## src/design/sfr_pkg.sv

```systemverilog
// Shared types and constants for the sensor frame receiver.
// No dependencies; used by sfr_parser and sensor_frame_receiver.
`timescale 1ns / 1ps

package sfr_pkg;

	localparam int PAYLOAD_W = 48;
	localparam int PAYLOAD_BYTES = PAYLOAD_W / 8;

	// register reset values
	localparam logic [7:0] HEADER_RESET   = 8'h5a;
	localparam logic [7:0] FUNCTION_RESET = 8'h45;

	// register indexes, taken from paddr[2]
	localparam logic REG_HEADER   = 1'b0;
	localparam logic REG_FUNCTION = 1'b1;

	// hunt positions; POS_PAYLOAD + k once k payload bytes are in
	localparam logic [3:0] POS_HDR0    = 4'd0;
	localparam logic [3:0] POS_HDR1    = 4'd1;
	localparam logic [3:0] POS_FUNC    = 4'd2;
	localparam logic [3:0] POS_LEN     = 4'd3;
	localparam logic [3:0] POS_PAYLOAD = 4'd4;

	typedef struct packed {
		logic [PAYLOAD_W-1:0] payload;
		logic [2:0]           payload_len;
		logic                 checksum_ok;
		logic [7:0]           frame_function;
	} frame_result_t;

endpackage

```

## src/design/sfr_parser.sv

```systemverilog
// Frame hunt state, running checksum and payload store.
// Depends on sfr_pkg.
`timescale 1ns / 1ps

module sfr_parser #(
	parameter int MAX_PAYLOAD = 6
) (
	input  logic                  clk,
	input  logic                  arst_n,
	input  logic                  accept,
	input  logic                  restart,
	input  logic [7:0]            rx_byte,
	input  logic [7:0]            header_byte,
	input  logic [7:0]            function_code,
	output logic                  res_valid,
	output sfr_pkg::frame_result_t res
);

	localparam int LenW  = $clog2(MAX_PAYLOAD + 1);
	localparam int NShow = (MAX_PAYLOAD < sfr_pkg::PAYLOAD_BYTES) ? MAX_PAYLOAD
		: sfr_pkg::PAYLOAD_BYTES;

	logic [3:0]      pos_q, pos_d;
	logic [LenW-1:0] len_q, len_d;
	logic [7:0]      sum_q, sum_d;
	logic [7:0]      store_q [MAX_PAYLOAD];
	logic [3:0]      k;
	logic            store_we;
	logic [7:0]      sum_add;

	assign k       = pos_q - sfr_pkg::POS_PAYLOAD;
	assign sum_add = sum_q + rx_byte;

	always_comb begin
		pos_d     = pos_q;
		len_d     = len_q;
		sum_d     = sum_q;
		store_we  = 1'b0;
		res_valid = 1'b0;
		unique case (pos_q)
			sfr_pkg::POS_HDR0: begin
				if (rx_byte == header_byte) begin
					sum_d = rx_byte;
					pos_d = sfr_pkg::POS_HDR1;
				end
			end
			sfr_pkg::POS_HDR1: begin
				if (rx_byte == header_byte) begin
					sum_d = sum_add;
					pos_d = sfr_pkg::POS_FUNC;
				end else begin
					pos_d = sfr_pkg::POS_HDR0;
					len_d = '0;
					sum_d = '0;
				end
			end
			sfr_pkg::POS_FUNC: begin
				if (rx_byte == function_code) begin
					sum_d = sum_add;
					pos_d = sfr_pkg::POS_LEN;
				end else begin
					pos_d = sfr_pkg::POS_HDR0;
					len_d = '0;
					sum_d = '0;
				end
			end
			sfr_pkg::POS_LEN: begin
				if (rx_byte > 8'(MAX_PAYLOAD)) begin
					pos_d = sfr_pkg::POS_HDR0;
					len_d = '0;
					sum_d = '0;
				end else begin
					len_d = LenW'(rx_byte);
					sum_d = sum_add;
					pos_d = sfr_pkg::POS_PAYLOAD;
				end
			end
			default: begin
				if (k > 4'(MAX_PAYLOAD)) begin
					pos_d = sfr_pkg::POS_HDR0;
					len_d = '0;
					sum_d = '0;
				end else if (k < 4'(len_q)) begin
					store_we = 1'b1;
					sum_d    = sum_add;
					pos_d    = pos_q + 4'd1;
				end else begin
					// checksum byte: frame done, start over
					res_valid = 1'b1;
					pos_d     = sfr_pkg::POS_HDR0;
					len_d     = '0;
					sum_d     = '0;
				end
			end
		endcase
	end

	always_comb begin
		res.payload = '0;
		for (int i = 0; i < NShow; i++) begin
			if (LenW'(i) < len_q) begin
				res.payload[sfr_pkg::PAYLOAD_W-1-8*i -: 8] = store_q[i];
			end
		end
		res.payload_len    = 3'(len_q);
		res.checksum_ok    = (rx_byte == sum_q);
		res.frame_function = res.checksum_ok ? function_code : 8'd0;
	end

	always_ff @(posedge clk or negedge arst_n) begin
		if (!arst_n) begin
			pos_q <= sfr_pkg::POS_HDR0;
			len_q <= '0;
			sum_q <= '0;
		end else if (restart) begin
			pos_q <= sfr_pkg::POS_HDR0;
			len_q <= '0;
			sum_q <= '0;
		end else if (accept) begin
			pos_q <= pos_d;
			len_q <= len_d;
			sum_q <= sum_d;
		end
	end

	// entries past the current length are never read
	always_ff @(posedge clk) begin
		if (accept && store_we && !restart) begin
			for (int i = 0; i < MAX_PAYLOAD; i++) begin
				if (k == 4'(i)) begin
					store_q[i] <= rx_byte;
				end
			end
		end
	end

	a_pos_range: assert property (@(posedge clk) disable iff (!arst_n)
		pos_q <= sfr_pkg::POS_PAYLOAD + 4'(MAX_PAYLOAD))
		else $error("hunt position beyond last payload byte");

	a_len_range: assert property (@(posedge clk) disable iff (!arst_n)
		len_q <= LenW'(MAX_PAYLOAD))
		else $error("stored length above buffer size");

	a_restart: assert property (@(posedge clk) disable iff (!arst_n)
		restart |=> (pos_q == sfr_pkg::POS_HDR0) && (sum_q == 8'd0))
		else $error("register write did not restart the hunt");

endmodule

```

## src/design/sensor_frame_receiver.sv

```systemverilog
// Sensor frame receiver top level: register port, input handshake, result register.
// Depends on sfr_pkg and sfr_parser.
`timescale 1ns / 1ps

// Takes one received byte per transfer on rx_byte and hunts for frames laid out as
// header, header, function, length, payload, checksum (8-bit sum of all earlier
// frame bytes). One byte is taken every cycle that in_ready is high: the hunt position,
// length, running sum and payload store are updated in the same cycle the byte is
// taken, and a frame's result is registered into a single output register as its
// checksum byte is taken. in_ready only drops while that register holds a result
// that the downstream side is not taking. A bad function byte or a length above
// MAX_PAYLOAD restarts the hunt. Registers: header_byte at 0x0 (reset 0x5a),
// function_code at 0x4 (reset 0x45); a write to either restarts the hunt.
module sensor_frame_receiver #(
	parameter int MAX_PAYLOAD = 6
) (
	input  logic        clk,
	input  logic        arst_n,
	// register port
	input  logic        psel,
	input  logic        penable,
	input  logic        pwrite,
	input  logic [2:0]  paddr,
	input  logic [31:0] pwdata,
	output logic [31:0] prdata,
	output logic        pready,
	// byte input
	input  logic        in_valid,
	output logic        in_ready,
	input  logic [7:0]  rx_byte,
	// frame result
	output logic        out_valid,
	input  logic        out_ready,
	output logic [47:0] payload,
	output logic [2:0]  payload_len,
	output logic        checksum_ok,
	output logic [7:0]  frame_function
);

	logic       [7:0]   header_q;
	logic       [7:0]   function_q;
	logic               cfg_wr;
	logic               in_accept;
	logic               res_valid;
	sfr_pkg::frame_result_t res;
	sfr_pkg::frame_result_t res_q;
	logic               out_valid_q;

	assign pready    = 1'b1;
	assign cfg_wr    = psel && penable && pwrite && pready;
	assign in_ready  = !out_valid_q || out_ready;
	assign in_accept = in_valid && in_ready;

	always_ff @(posedge clk or negedge arst_n) begin
		if (!arst_n) begin
			header_q   <= sfr_pkg::HEADER_RESET;
			function_q <= sfr_pkg::FUNCTION_RESET;
		end else if (cfg_wr) begin
			unique case (paddr[2])
				sfr_pkg::REG_HEADER:   header_q   <= pwdata[7:0];
				sfr_pkg::REG_FUNCTION: function_q <= pwdata[7:0];
				default: ;
			endcase
		end
	end

	always_comb begin
		prdata = '0;
		unique case (paddr[2])
			sfr_pkg::REG_HEADER:   prdata = {24'd0, header_q};
			sfr_pkg::REG_FUNCTION: prdata = {24'd0, function_q};
			default: ;
		endcase
	end

	sfr_parser #(
		.MAX_PAYLOAD(MAX_PAYLOAD)
	) u_parser (
		.clk           (clk),
		.arst_n        (arst_n),
		.accept        (in_accept),
		.restart       (cfg_wr),
		.rx_byte       (rx_byte),
		.header_byte   (header_q),
		.function_code (function_q),
		.res_valid     (res_valid),
		.res           (res)
	);

	always_ff @(posedge clk or negedge arst_n) begin
		if (!arst_n) begin
			out_valid_q <= 1'b0;
		end else if (in_accept && res_valid) begin
			out_valid_q <= 1'b1;
		end else if (out_ready) begin
			out_valid_q <= 1'b0;
		end
	end

	always_ff @(posedge clk) begin
		if (in_accept && res_valid) begin
			res_q <= res;
		end
	end

	assign out_valid      = out_valid_q;
	assign payload        = res_q.payload;
	assign payload_len    = res_q.payload_len;
	assign checksum_ok    = res_q.checksum_ok;
	assign frame_function = res_q.frame_function;

	a_stall_only_when_full: assert property (@(posedge clk) disable iff (!arst_n)
		!in_ready |-> out_valid_q)
		else $error("input stalled with empty result register");

	a_result_loaded: assert property (@(posedge clk) disable iff (!arst_n)
		in_accept && res_valid |=> out_valid_q)
		else $error("frame result dropped");

	a_bad_sum_no_func: assert property (@(posedge clk) disable iff (!arst_n)
		out_valid_q && !res_q.checksum_ok |-> res_q.frame_function == 8'd0)
		else $error("function reported on a bad checksum");

endmodule
```

## config.mk

```make
export PLATFORM = sky130hd
export DESIGN_NAME = sensor_frame_receiver
export DESIGN_NICKNAME = d
export VERILOG_FILES = /design/src/design/sfr_pkg.sv /design/src/design/sfr_parser.sv /design/src/design/sensor_frame_receiver.sv
export SDC_FILE = /design/constraint.sdc
export NUM_CORES = 1
export LEC_CHECK = 0
export ABC_AREA = 1
export ABC_CLOCK_PERIOD_IN_PS = 4200
export BUFFER_PORTS_ARGS = -buffer_cell sky130_fd_sc_hd__buf_2
export CAP_MARGIN = 10
export CORE_ASPECT_RATIO = 0.5
export CORE_UTILIZATION = 35
export CTS_BUF_LIST = sky130_fd_sc_hd__clkbuf_4
export DETAILED_ROUTE_END_ITERATION = 8
export GPL_ROUTABILITY_DRIVEN = 0
export PLACE_DENSITY = 0.58
export SETUP_SLACK_MARGIN = 0.1
export SLEW_MARGIN = 5
export SYNTH_ARGS = -nofsm -noshare
export SYNTH_HDL_FRONTEND = slang
export SYNTH_SLANG_ARGS = --single-unit
```

## constraint.sdc

```tcl
create_clock -name clk -period 4.2 [get_ports clk]
set_input_delay 0.42 -clock clk [delete_from_list [all_inputs] [get_ports clk]]
set_output_delay 0.42 -clock clk [all_outputs]
set_load 0.03 [all_outputs]
```

# Yosys cells after proc, flatten, opt, wreduce, memory -nomap -nowiden

Memories as Yosys holds them, arrays and structs flattened. A register that Yosys moved wholly into a read port is not among the register bits.
Index checks and enable logic that the tools add are counted.
W data, S select, Z words.

Output and inout bits: 95
Bits in writable memories: 48
Memories kept: 1
Bits in registers: 44
Bits of input ports: 50

Muxes and demuxes: 68
Bitwise gates (word level): 1
Equality and inequality tests: 16
Add/sub/neg operators: 3
Order comparisons: 9
Reduce and logical (&&, ||, !) cells: 29

Memory list:

| memory           | depth | width | read ports | clocked after Yosys merged registers in | wr ports | RTL line         | source |
|---|---|---|---|---|---|---|---|
| u_parser.store_q | 6     | 8     | 6          | 6                                       | 1        | sfr_parser.sv:26 | `logic [7:0] store_q [MAX_PAYLOAD];` |

Operator list:

| kind                 | count |
|---|---|
| $mux W8              | 13 |
| $pmux W32 S2         | 1 |
| $reduce_or A8 Y1     | 5 |
| $mux W3              | 13 |
| $pmux W8 S4          | 1 |
| $mux W1              | 31 |
| $eq A8 B8 Y1         | 3 |
| $mux W4              | 5 |
| $eq A4 B2 Y1 const B | 4 |
| $pmux W4 S4          | 1 |
| $pmux W3 S4          | 1 |
| $add A8 B8 Y8        | 1 |
| $eq A4 B1 Y1 const B | 2 |
| $eq A4 B3 Y1 const B | 2 |
| $gt A8 B3 Y1 const B | 1 |
| $logic_not A1 Y1     | 8 |
| $logic_not A4 Y1     | 2 |
| $logic_and A1 B1 Y1  | 6 |
| $lt A1 B3 Y1 const A | 2 |
| $lt A2 B3 Y1 const A | 2 |
| $lt A3 B3 Y1 const A | 2 |
| $ne A3 B2 Y1 const B | 2 |
| $ne A6 B4 Y1 const B | 1 |
| $reduce_and A2 Y1    | 3 |
| other kinds (12)     | 14 |

# Depth between registers and ports, before layout

Depth after elaboration: 15
Gate-level depth with buffers: 14
Gate-level depth less buffers: 14

# Modules after synthesis

Synthesis repeated with hierarchy kept, for this count alone.

Cells, all modules: 659
Area, all modules: 6,561.3 um2

Modules (own cells, without submodules):

| module                | area an instance (um2) | cells each | times used |
|---|---|---|---|
| sfr_parser            | 3,739.8                | 465        | 1 |
| sensor_frame_receiver | 2,821.5                | 194        | 1 |

# Least setup slack after synthesis

No wires, ideal clock.

Kind: register to register
Start point: register u_parser.pos_q[2]
End point: register res_q, in the netlist checksum_ok (enable)
Data arrival time: 3.769 ns
Clock period less this slack: 4.247 ns
Stages on the path, launching flop included: 10
Path slack: -0.047 ns
Setup time: 0.478 ns
Cells stage by stage: dfrtp_1 > inv_1 > ha_1 > inv_1 > o21ai_0 > o21ai_2 > inv_1 > nor2_1 > nand2_1 > nor2_1

Longest elaborated chain between the ends: 6
Elaborated cells between the ends (all ways): 12
Those cells by class: 1 x add/sub; 2 x order compare; 3 x eq/ne; 3 x mux; 3 x reduce/logical

RTL lines:

| what                   | RTL line                     | source |
|---|---|---|
| start, declared        | sfr_parser.sv:23             | `logic [3:0] pos_q, pos_d;` |
| start signal, assigned | sfr_parser.sv:112            | `pos_q <= sfr_pkg::POS_HDR0;` |
| start signal, assigned | sfr_parser.sv:116            | `pos_q <= sfr_pkg::POS_HDR0;` |
| start signal, assigned | sfr_parser.sv:120            | `pos_q <= pos_d;` |
| $sub A4 B3 Y4          | sfr_parser.sv:31             | `assign k = pos_q - sfr_pkg::POS_PAYLOAD;` |
| $lt A4 B3 Y1           | sfr_parser.sv:83             | `end else if (k < 4'(len_q)) begin` |
| $mux W1                | sfr_parser.sv:83             |  |
| $mux W1                | sfr_parser.sv:79             | `if (k > 4'(MAX_PAYLOAD)) begin` |
| $mux W1 *              | sfr_parser.sv:40             | `unique case (pos_q)` |
| $logic_and A1 B1 Y1 *  | sensor_frame_receiver.sv:101 | `if (in_accept && res_valid) begin` |
| end signal, assigned   | sensor_frame_receiver.sv:102 | `res_q <= res;` |
| end, declared          | sensor_frame_receiver.sv:46  | `sfr_pkg::frame_result_t res_q;` |

Mark *: on every way between the ends. The rest lies on a longest branch, timed or not.
A chain may end at the register's enable or synchronous reset.

# Final worst setup path

Start point: register u_parser.len_q[2]
End point: memory u_parser.store_q[2][5] (enable)

Longest elaborated chain between the ends: 14
Elaborated cells between the ends (all ways): 33
Those cells by class: 1 x order compare; 25 x mux; 7 x reduce/logical

RTL lines:

| what                                                             | RTL line          | source |
|---|---|---|
| start, declared                                                  | sfr_parser.sv:24  | `logic [LenW-1:0] len_q, len_d;` |
| start signal, assigned                                           | sfr_parser.sv:121 | `len_q <= len_d;` |
| $lt A4 B3 Y1 *                                                   | sfr_parser.sv:83  |  |
| $mux W1 *                                                        | sfr_parser.sv:83  |  |
| $mux W1 *                                                        | sfr_parser.sv:79  |  |
| $mux W1 *                                                        | sfr_parser.sv:40  |  |
| $logic_and A1 B1 Y1 * (2 in a row)                               | sfr_parser.sv:128 | `if (accept && store_we && !restart) begin` |
| $mux W1                                                          | sfr_parser.sv:128 |  |
| $mux W1 (not written as such)                                    | sfr_parser.sv:131 | `store_q[i] <= rx_byte;` |
| $reduce_or A8 Y1 (no source line)                                | -                 |  |
| $mux W3 (no source line) or $mux W1 (tied branches) (5 in a row) | -                 |  |
| end, declared                                                    | sfr_parser.sv:26  |  |

Marked as above.

==> impl_metrics.csv <==
group,metric,value,unit
critical_path,critPathLaunchType,"flip-flop",
hold_path,hold_class,"in -> reg",
global_route,grt_use_met3,3.058,%
logic_synthesis,netlist.area_leader.share,48.35,%
sta,maxSlewHeadroom,39.74,%
die,die_w,197.8,um
sta,worstMarginPinSlew,897.0,ps
sta,period_needed,2815,ps
critical_path,critPathLaunch,"u_parser.len_q[2]$_DFFE_PN0P_",
routing,drt_iter0_markers,227,
logic_synthesis,synth_area_leaders,"edfxtp_1, nand2_1, dfrtp_1",
cells_and_area,final_util,41.56,%
global_route,grt_max_degree,37,
critical_path,crit_end,"u_parser.store_q[2][5]$_DFFE_PP_",
critical_path,slowest_stage,"dfrtp_1",
cts,worstSkewPairLatency,530,ps
outcome,status,"finished clean",
sta,grt_setup_unrepaired,"no",
logic_synthesis,yosys.cell_types.count,41,
hold_path,min-delay-start,"pwdata[0]",
die,pin_count,145,
sta,tns,0,ps
logic_synthesis,yosys_warnings,0,
routing,dr.pass1.iters,4,
cts,clk_pin_slew,140,ps
run,max_cap_viol_count,0,
cells_and_area,drive_gt1_share,18.60,%
routing,routed-via-count,4862,
critical_path,crit_chain,"inv_1, ha_1, nand2_1, nand3b_1, inv_2, nand2_1, inv_2, nand4_1, nor2_1",
power_and_ir_drop,vdd_drop_max,0.0001766,V
cts,cts_root_buf,"clkbuf_4",
routing,drc,0,
routing,detail_route.wl_per_cell,13.61,um
logic_synthesis,netlist_area,0.006708,mm^2
logic_synthesis,syn_inst,708,
critical_path,worstPathBufferInverterCount,3,
critical_path,path_delay_family,"simple AND/OR/NAND/NOR gates",
sta,final_hold_viol_count,0,
cts,cts_tree,"done",
critical_path,reg2reg_slack,1390,ps
logic_synthesis,synth_ff_type,"edfxtp_1",
cells_and_area,antennaDiodeCount,0,
global_route,grt_pass1_vias,4673,
critical_path,cp_max_fo,16,
logic_synthesis,synth_edf_count,108,
logic_synthesis,synth_area_per_cell,9.474,um^2
logic_synthesis,synth_async_sr_flop_share,22.86,%
critical_path,critical_path_required,4370,ps
routing,final_antenna_net_count,0,
critical_path,r2r-end,"u_parser.store_q[2][5]$_DFFE_PP_",
cells_and_area,area_growth,15.05,%
critical_path,cpPeakStageDelay,670,ps
global_route,grt.total_usage,15.76,%
critical_path,worstPathArrival,2980,ps
routing,wirelength,14790,um
sta,finalCritPeriodShare,67.01,%
logic_synthesis,ys_ff_latch,140,
global_route,antenna_found_initial,0,
power_and_ir_drop,p_leak,3.828,nW
critical_path,worstRegToRegCells,9,
cts,clock_sinks,140,
sta,fin_skew,15.91,ps
global_route,grt_first_pass_wirelength,23710,um
global_route,grt-busiest-layer,"met2",
place,numPortBuffers,93,
cts,htreeDepth,4,
die,die_y,99.89,um
cells_and_area,nNetsFinal,883,
cells_and_area,fill_cells,1889,
sta,setup_viol,0,
logic_synthesis,yosysTopAreaCell,"edfxtp_1",
critical_path,path_class,"reg -> reg",
cts,cts_buffers,17,
critical_path,worstReg2RegStart,"u_parser.len_q[2]$_DFFE_PN0P_",
routing,vias_per_cell,4.473,
global_route,met2_usage,26.71,%
sta,maxSlewViolCount,0,
critical_path,endpoint_kind,"flip-flop",
sta,fmax,355.3,MHz
critical_path,worst-path-stages,9,
global_route,grt.overflow.total,0,
cts,ctsLongestPathBuffers,2,
cts,post_cts_resize_count,0,
die,die_area,0.01976,mm^2
logic_synthesis,ys_seq_area_share,60.42,%
die,start_util,36.13,%
die,core-area,0.01857,mm^2
power_and_ir_drop,p_per_area,417.6,mW/mm^2
die,rows,35,
place,dp_hpwl,10510,um
global_route,met1_usage,20.63,%
==> registers in the layout (all words and copies together) (netlist names) <==
name,count
checksum_ok,1
frame_function,8
function_q,8
header_q,8
out_valid,1
payload,48
payload_len,3
u_parser.len_q,3
u_parser.pos_q,4
u_parser.store_q,48
u_parser.sum_q,8
==> routing by layer <==
layer | wire length, um | share of wire, % | vias to the layer above
met5 | 0 | 0 | -
met4 | 164 | 1.1 | 0
met3 | 766 | 5.2 | 13
met2 | 6905 | 47 | 118
met1 | 6957 | 47 | 2288
li1 | - | - | 2443
==> kinds of logic (layout without fill, tap and decap cells) <==
logic type               count (synthesis)  count (layout)  share of synthesized area (%)
AO/OA/AOI/OAI                           51              51                          4.253
XOR/XNOR                                 6               6                         0.7836
AND/OR/NAND/NOR                        337             337                          20.78
other                                    2              25                         0.1120
adder cells (fa/ha/maj)                 18              18                          3.469
buffers and inverters                  154             251                          10.18
flip-flops                             140             140                          60.42
==> per-stage QoR <==
step,hold slack [ps],setup WS (ps),cells,power (mW),area (um^2)
after detailed placement,475.5,1380,1054,2.349,7406
after CTS,68.71,1367,1087,3.247,7717
final,107.6,1385,1087,3.223,7717
after global placement,471.2,1460,1054,2.338,7406
after global routing,80.18,1129,1087,3.413,7717
after floorplan,124.4,958.0,731,2.180,6797
==> worst min-delay path by stage <==
| stage | endpoint | slack [ps] | depth (start not counted) |
|---|---|---|---|
| floorplan | function_q[1]$_DFFE_PN0P_ | 120 | 0 |
| global placement | u_parser.sum_q[5]$_DFFE_PN0P_ | 470 | 2 |
| detailed placement | u_parser.sum_q[6]$_DFFE_PN0P_ | 480 | 2 |
| CTS | function_q[0]$_DFFE_PN1P_ | 70 | 3 |
| global route | function_q[0]$_DFFE_PN1P_ | 80 | 3 |
| finish | function_q[0]$_DFFE_PN1P_ | 110 | 3 |
==> cells in the final DEF (no fill, tap or decap), types with 17 or more instances in the layout <==
| master | count |
|---|---|
| nand2_1 | 190 |
| inv_1 | 113 |
| edfxtp_1 | 108 |
| buf_2 | 93 |
| nor2_1 | 74 |
| nand3_1 | 48 |
| o21ai_0 | 28 |
| conb_1 | 25 |
| dfrtp_1 | 25 |
| ha_1 | 17 |
| clkbuf_4 | 17 |
==> layout make-up <==
cell class / instances / area, um^2 / area share (%)
Sequential cell: 140 / 4053 / 52.51
Multi-Input combinational cell: 437 / 2066 / 26.77
Tap cell: 259 / 324.1 / 4.199
Clock inverter: 15 / 173.9 / 2.254
Inverter: 122 / 462.9 / 5.999
Timing Repair Buffer: 97 / 510.5 / 6.615
Clock buffer: 17 / 127.6 / 1.654
==> worst reg2reg max path, stage by stage (launching register included) <==
cell and delay [ps]:
dfrtp_1 670, inv_1 110, ha_1 310, nand2_1 70
nand3b_1 110, inv_2 180, nand2_1 130, inv_2 150
nand4_1 160, nor2_1 590
==> power by group <==
group	total (mW)	internal (mW)	switching, mW	leakage [nW]
Clock	0.897	0.326	0.571	0.153
Combinational	0.699	0.217	0.482	2.18
Sequential	1.63	1.56	0.0657	1.49
Total	3.22	2.10	1.12	3.83
==> synthesized netlist by cell type (2+ instances only) <==
cell type	instances
nand2_1	190
inv_1	113
edfxtp_1	108
nor2_1	75
nand3_1	48
o21ai_0	28
buf_4	25
dfrtp_1	25
ha_1	17
a21oi_1	11
nor3_1	11
dfstp_2	7
inv_2	7
clkbuf_1	4
nand4_1	4
o21ai_2	3
xnor2_1	3
xor2_1	3
conb_1	2
nand2_2	2
o22ai_1	2
==> timing repair <==
| action | in CTS | in global routing |
|---|---|---|
| buffers inserted | 0 | 0 |
| endpoints found under the hold margin | 25 | 0 |
| hold buffers | 1 | 0 |
(Power assumes the default switching activity.)
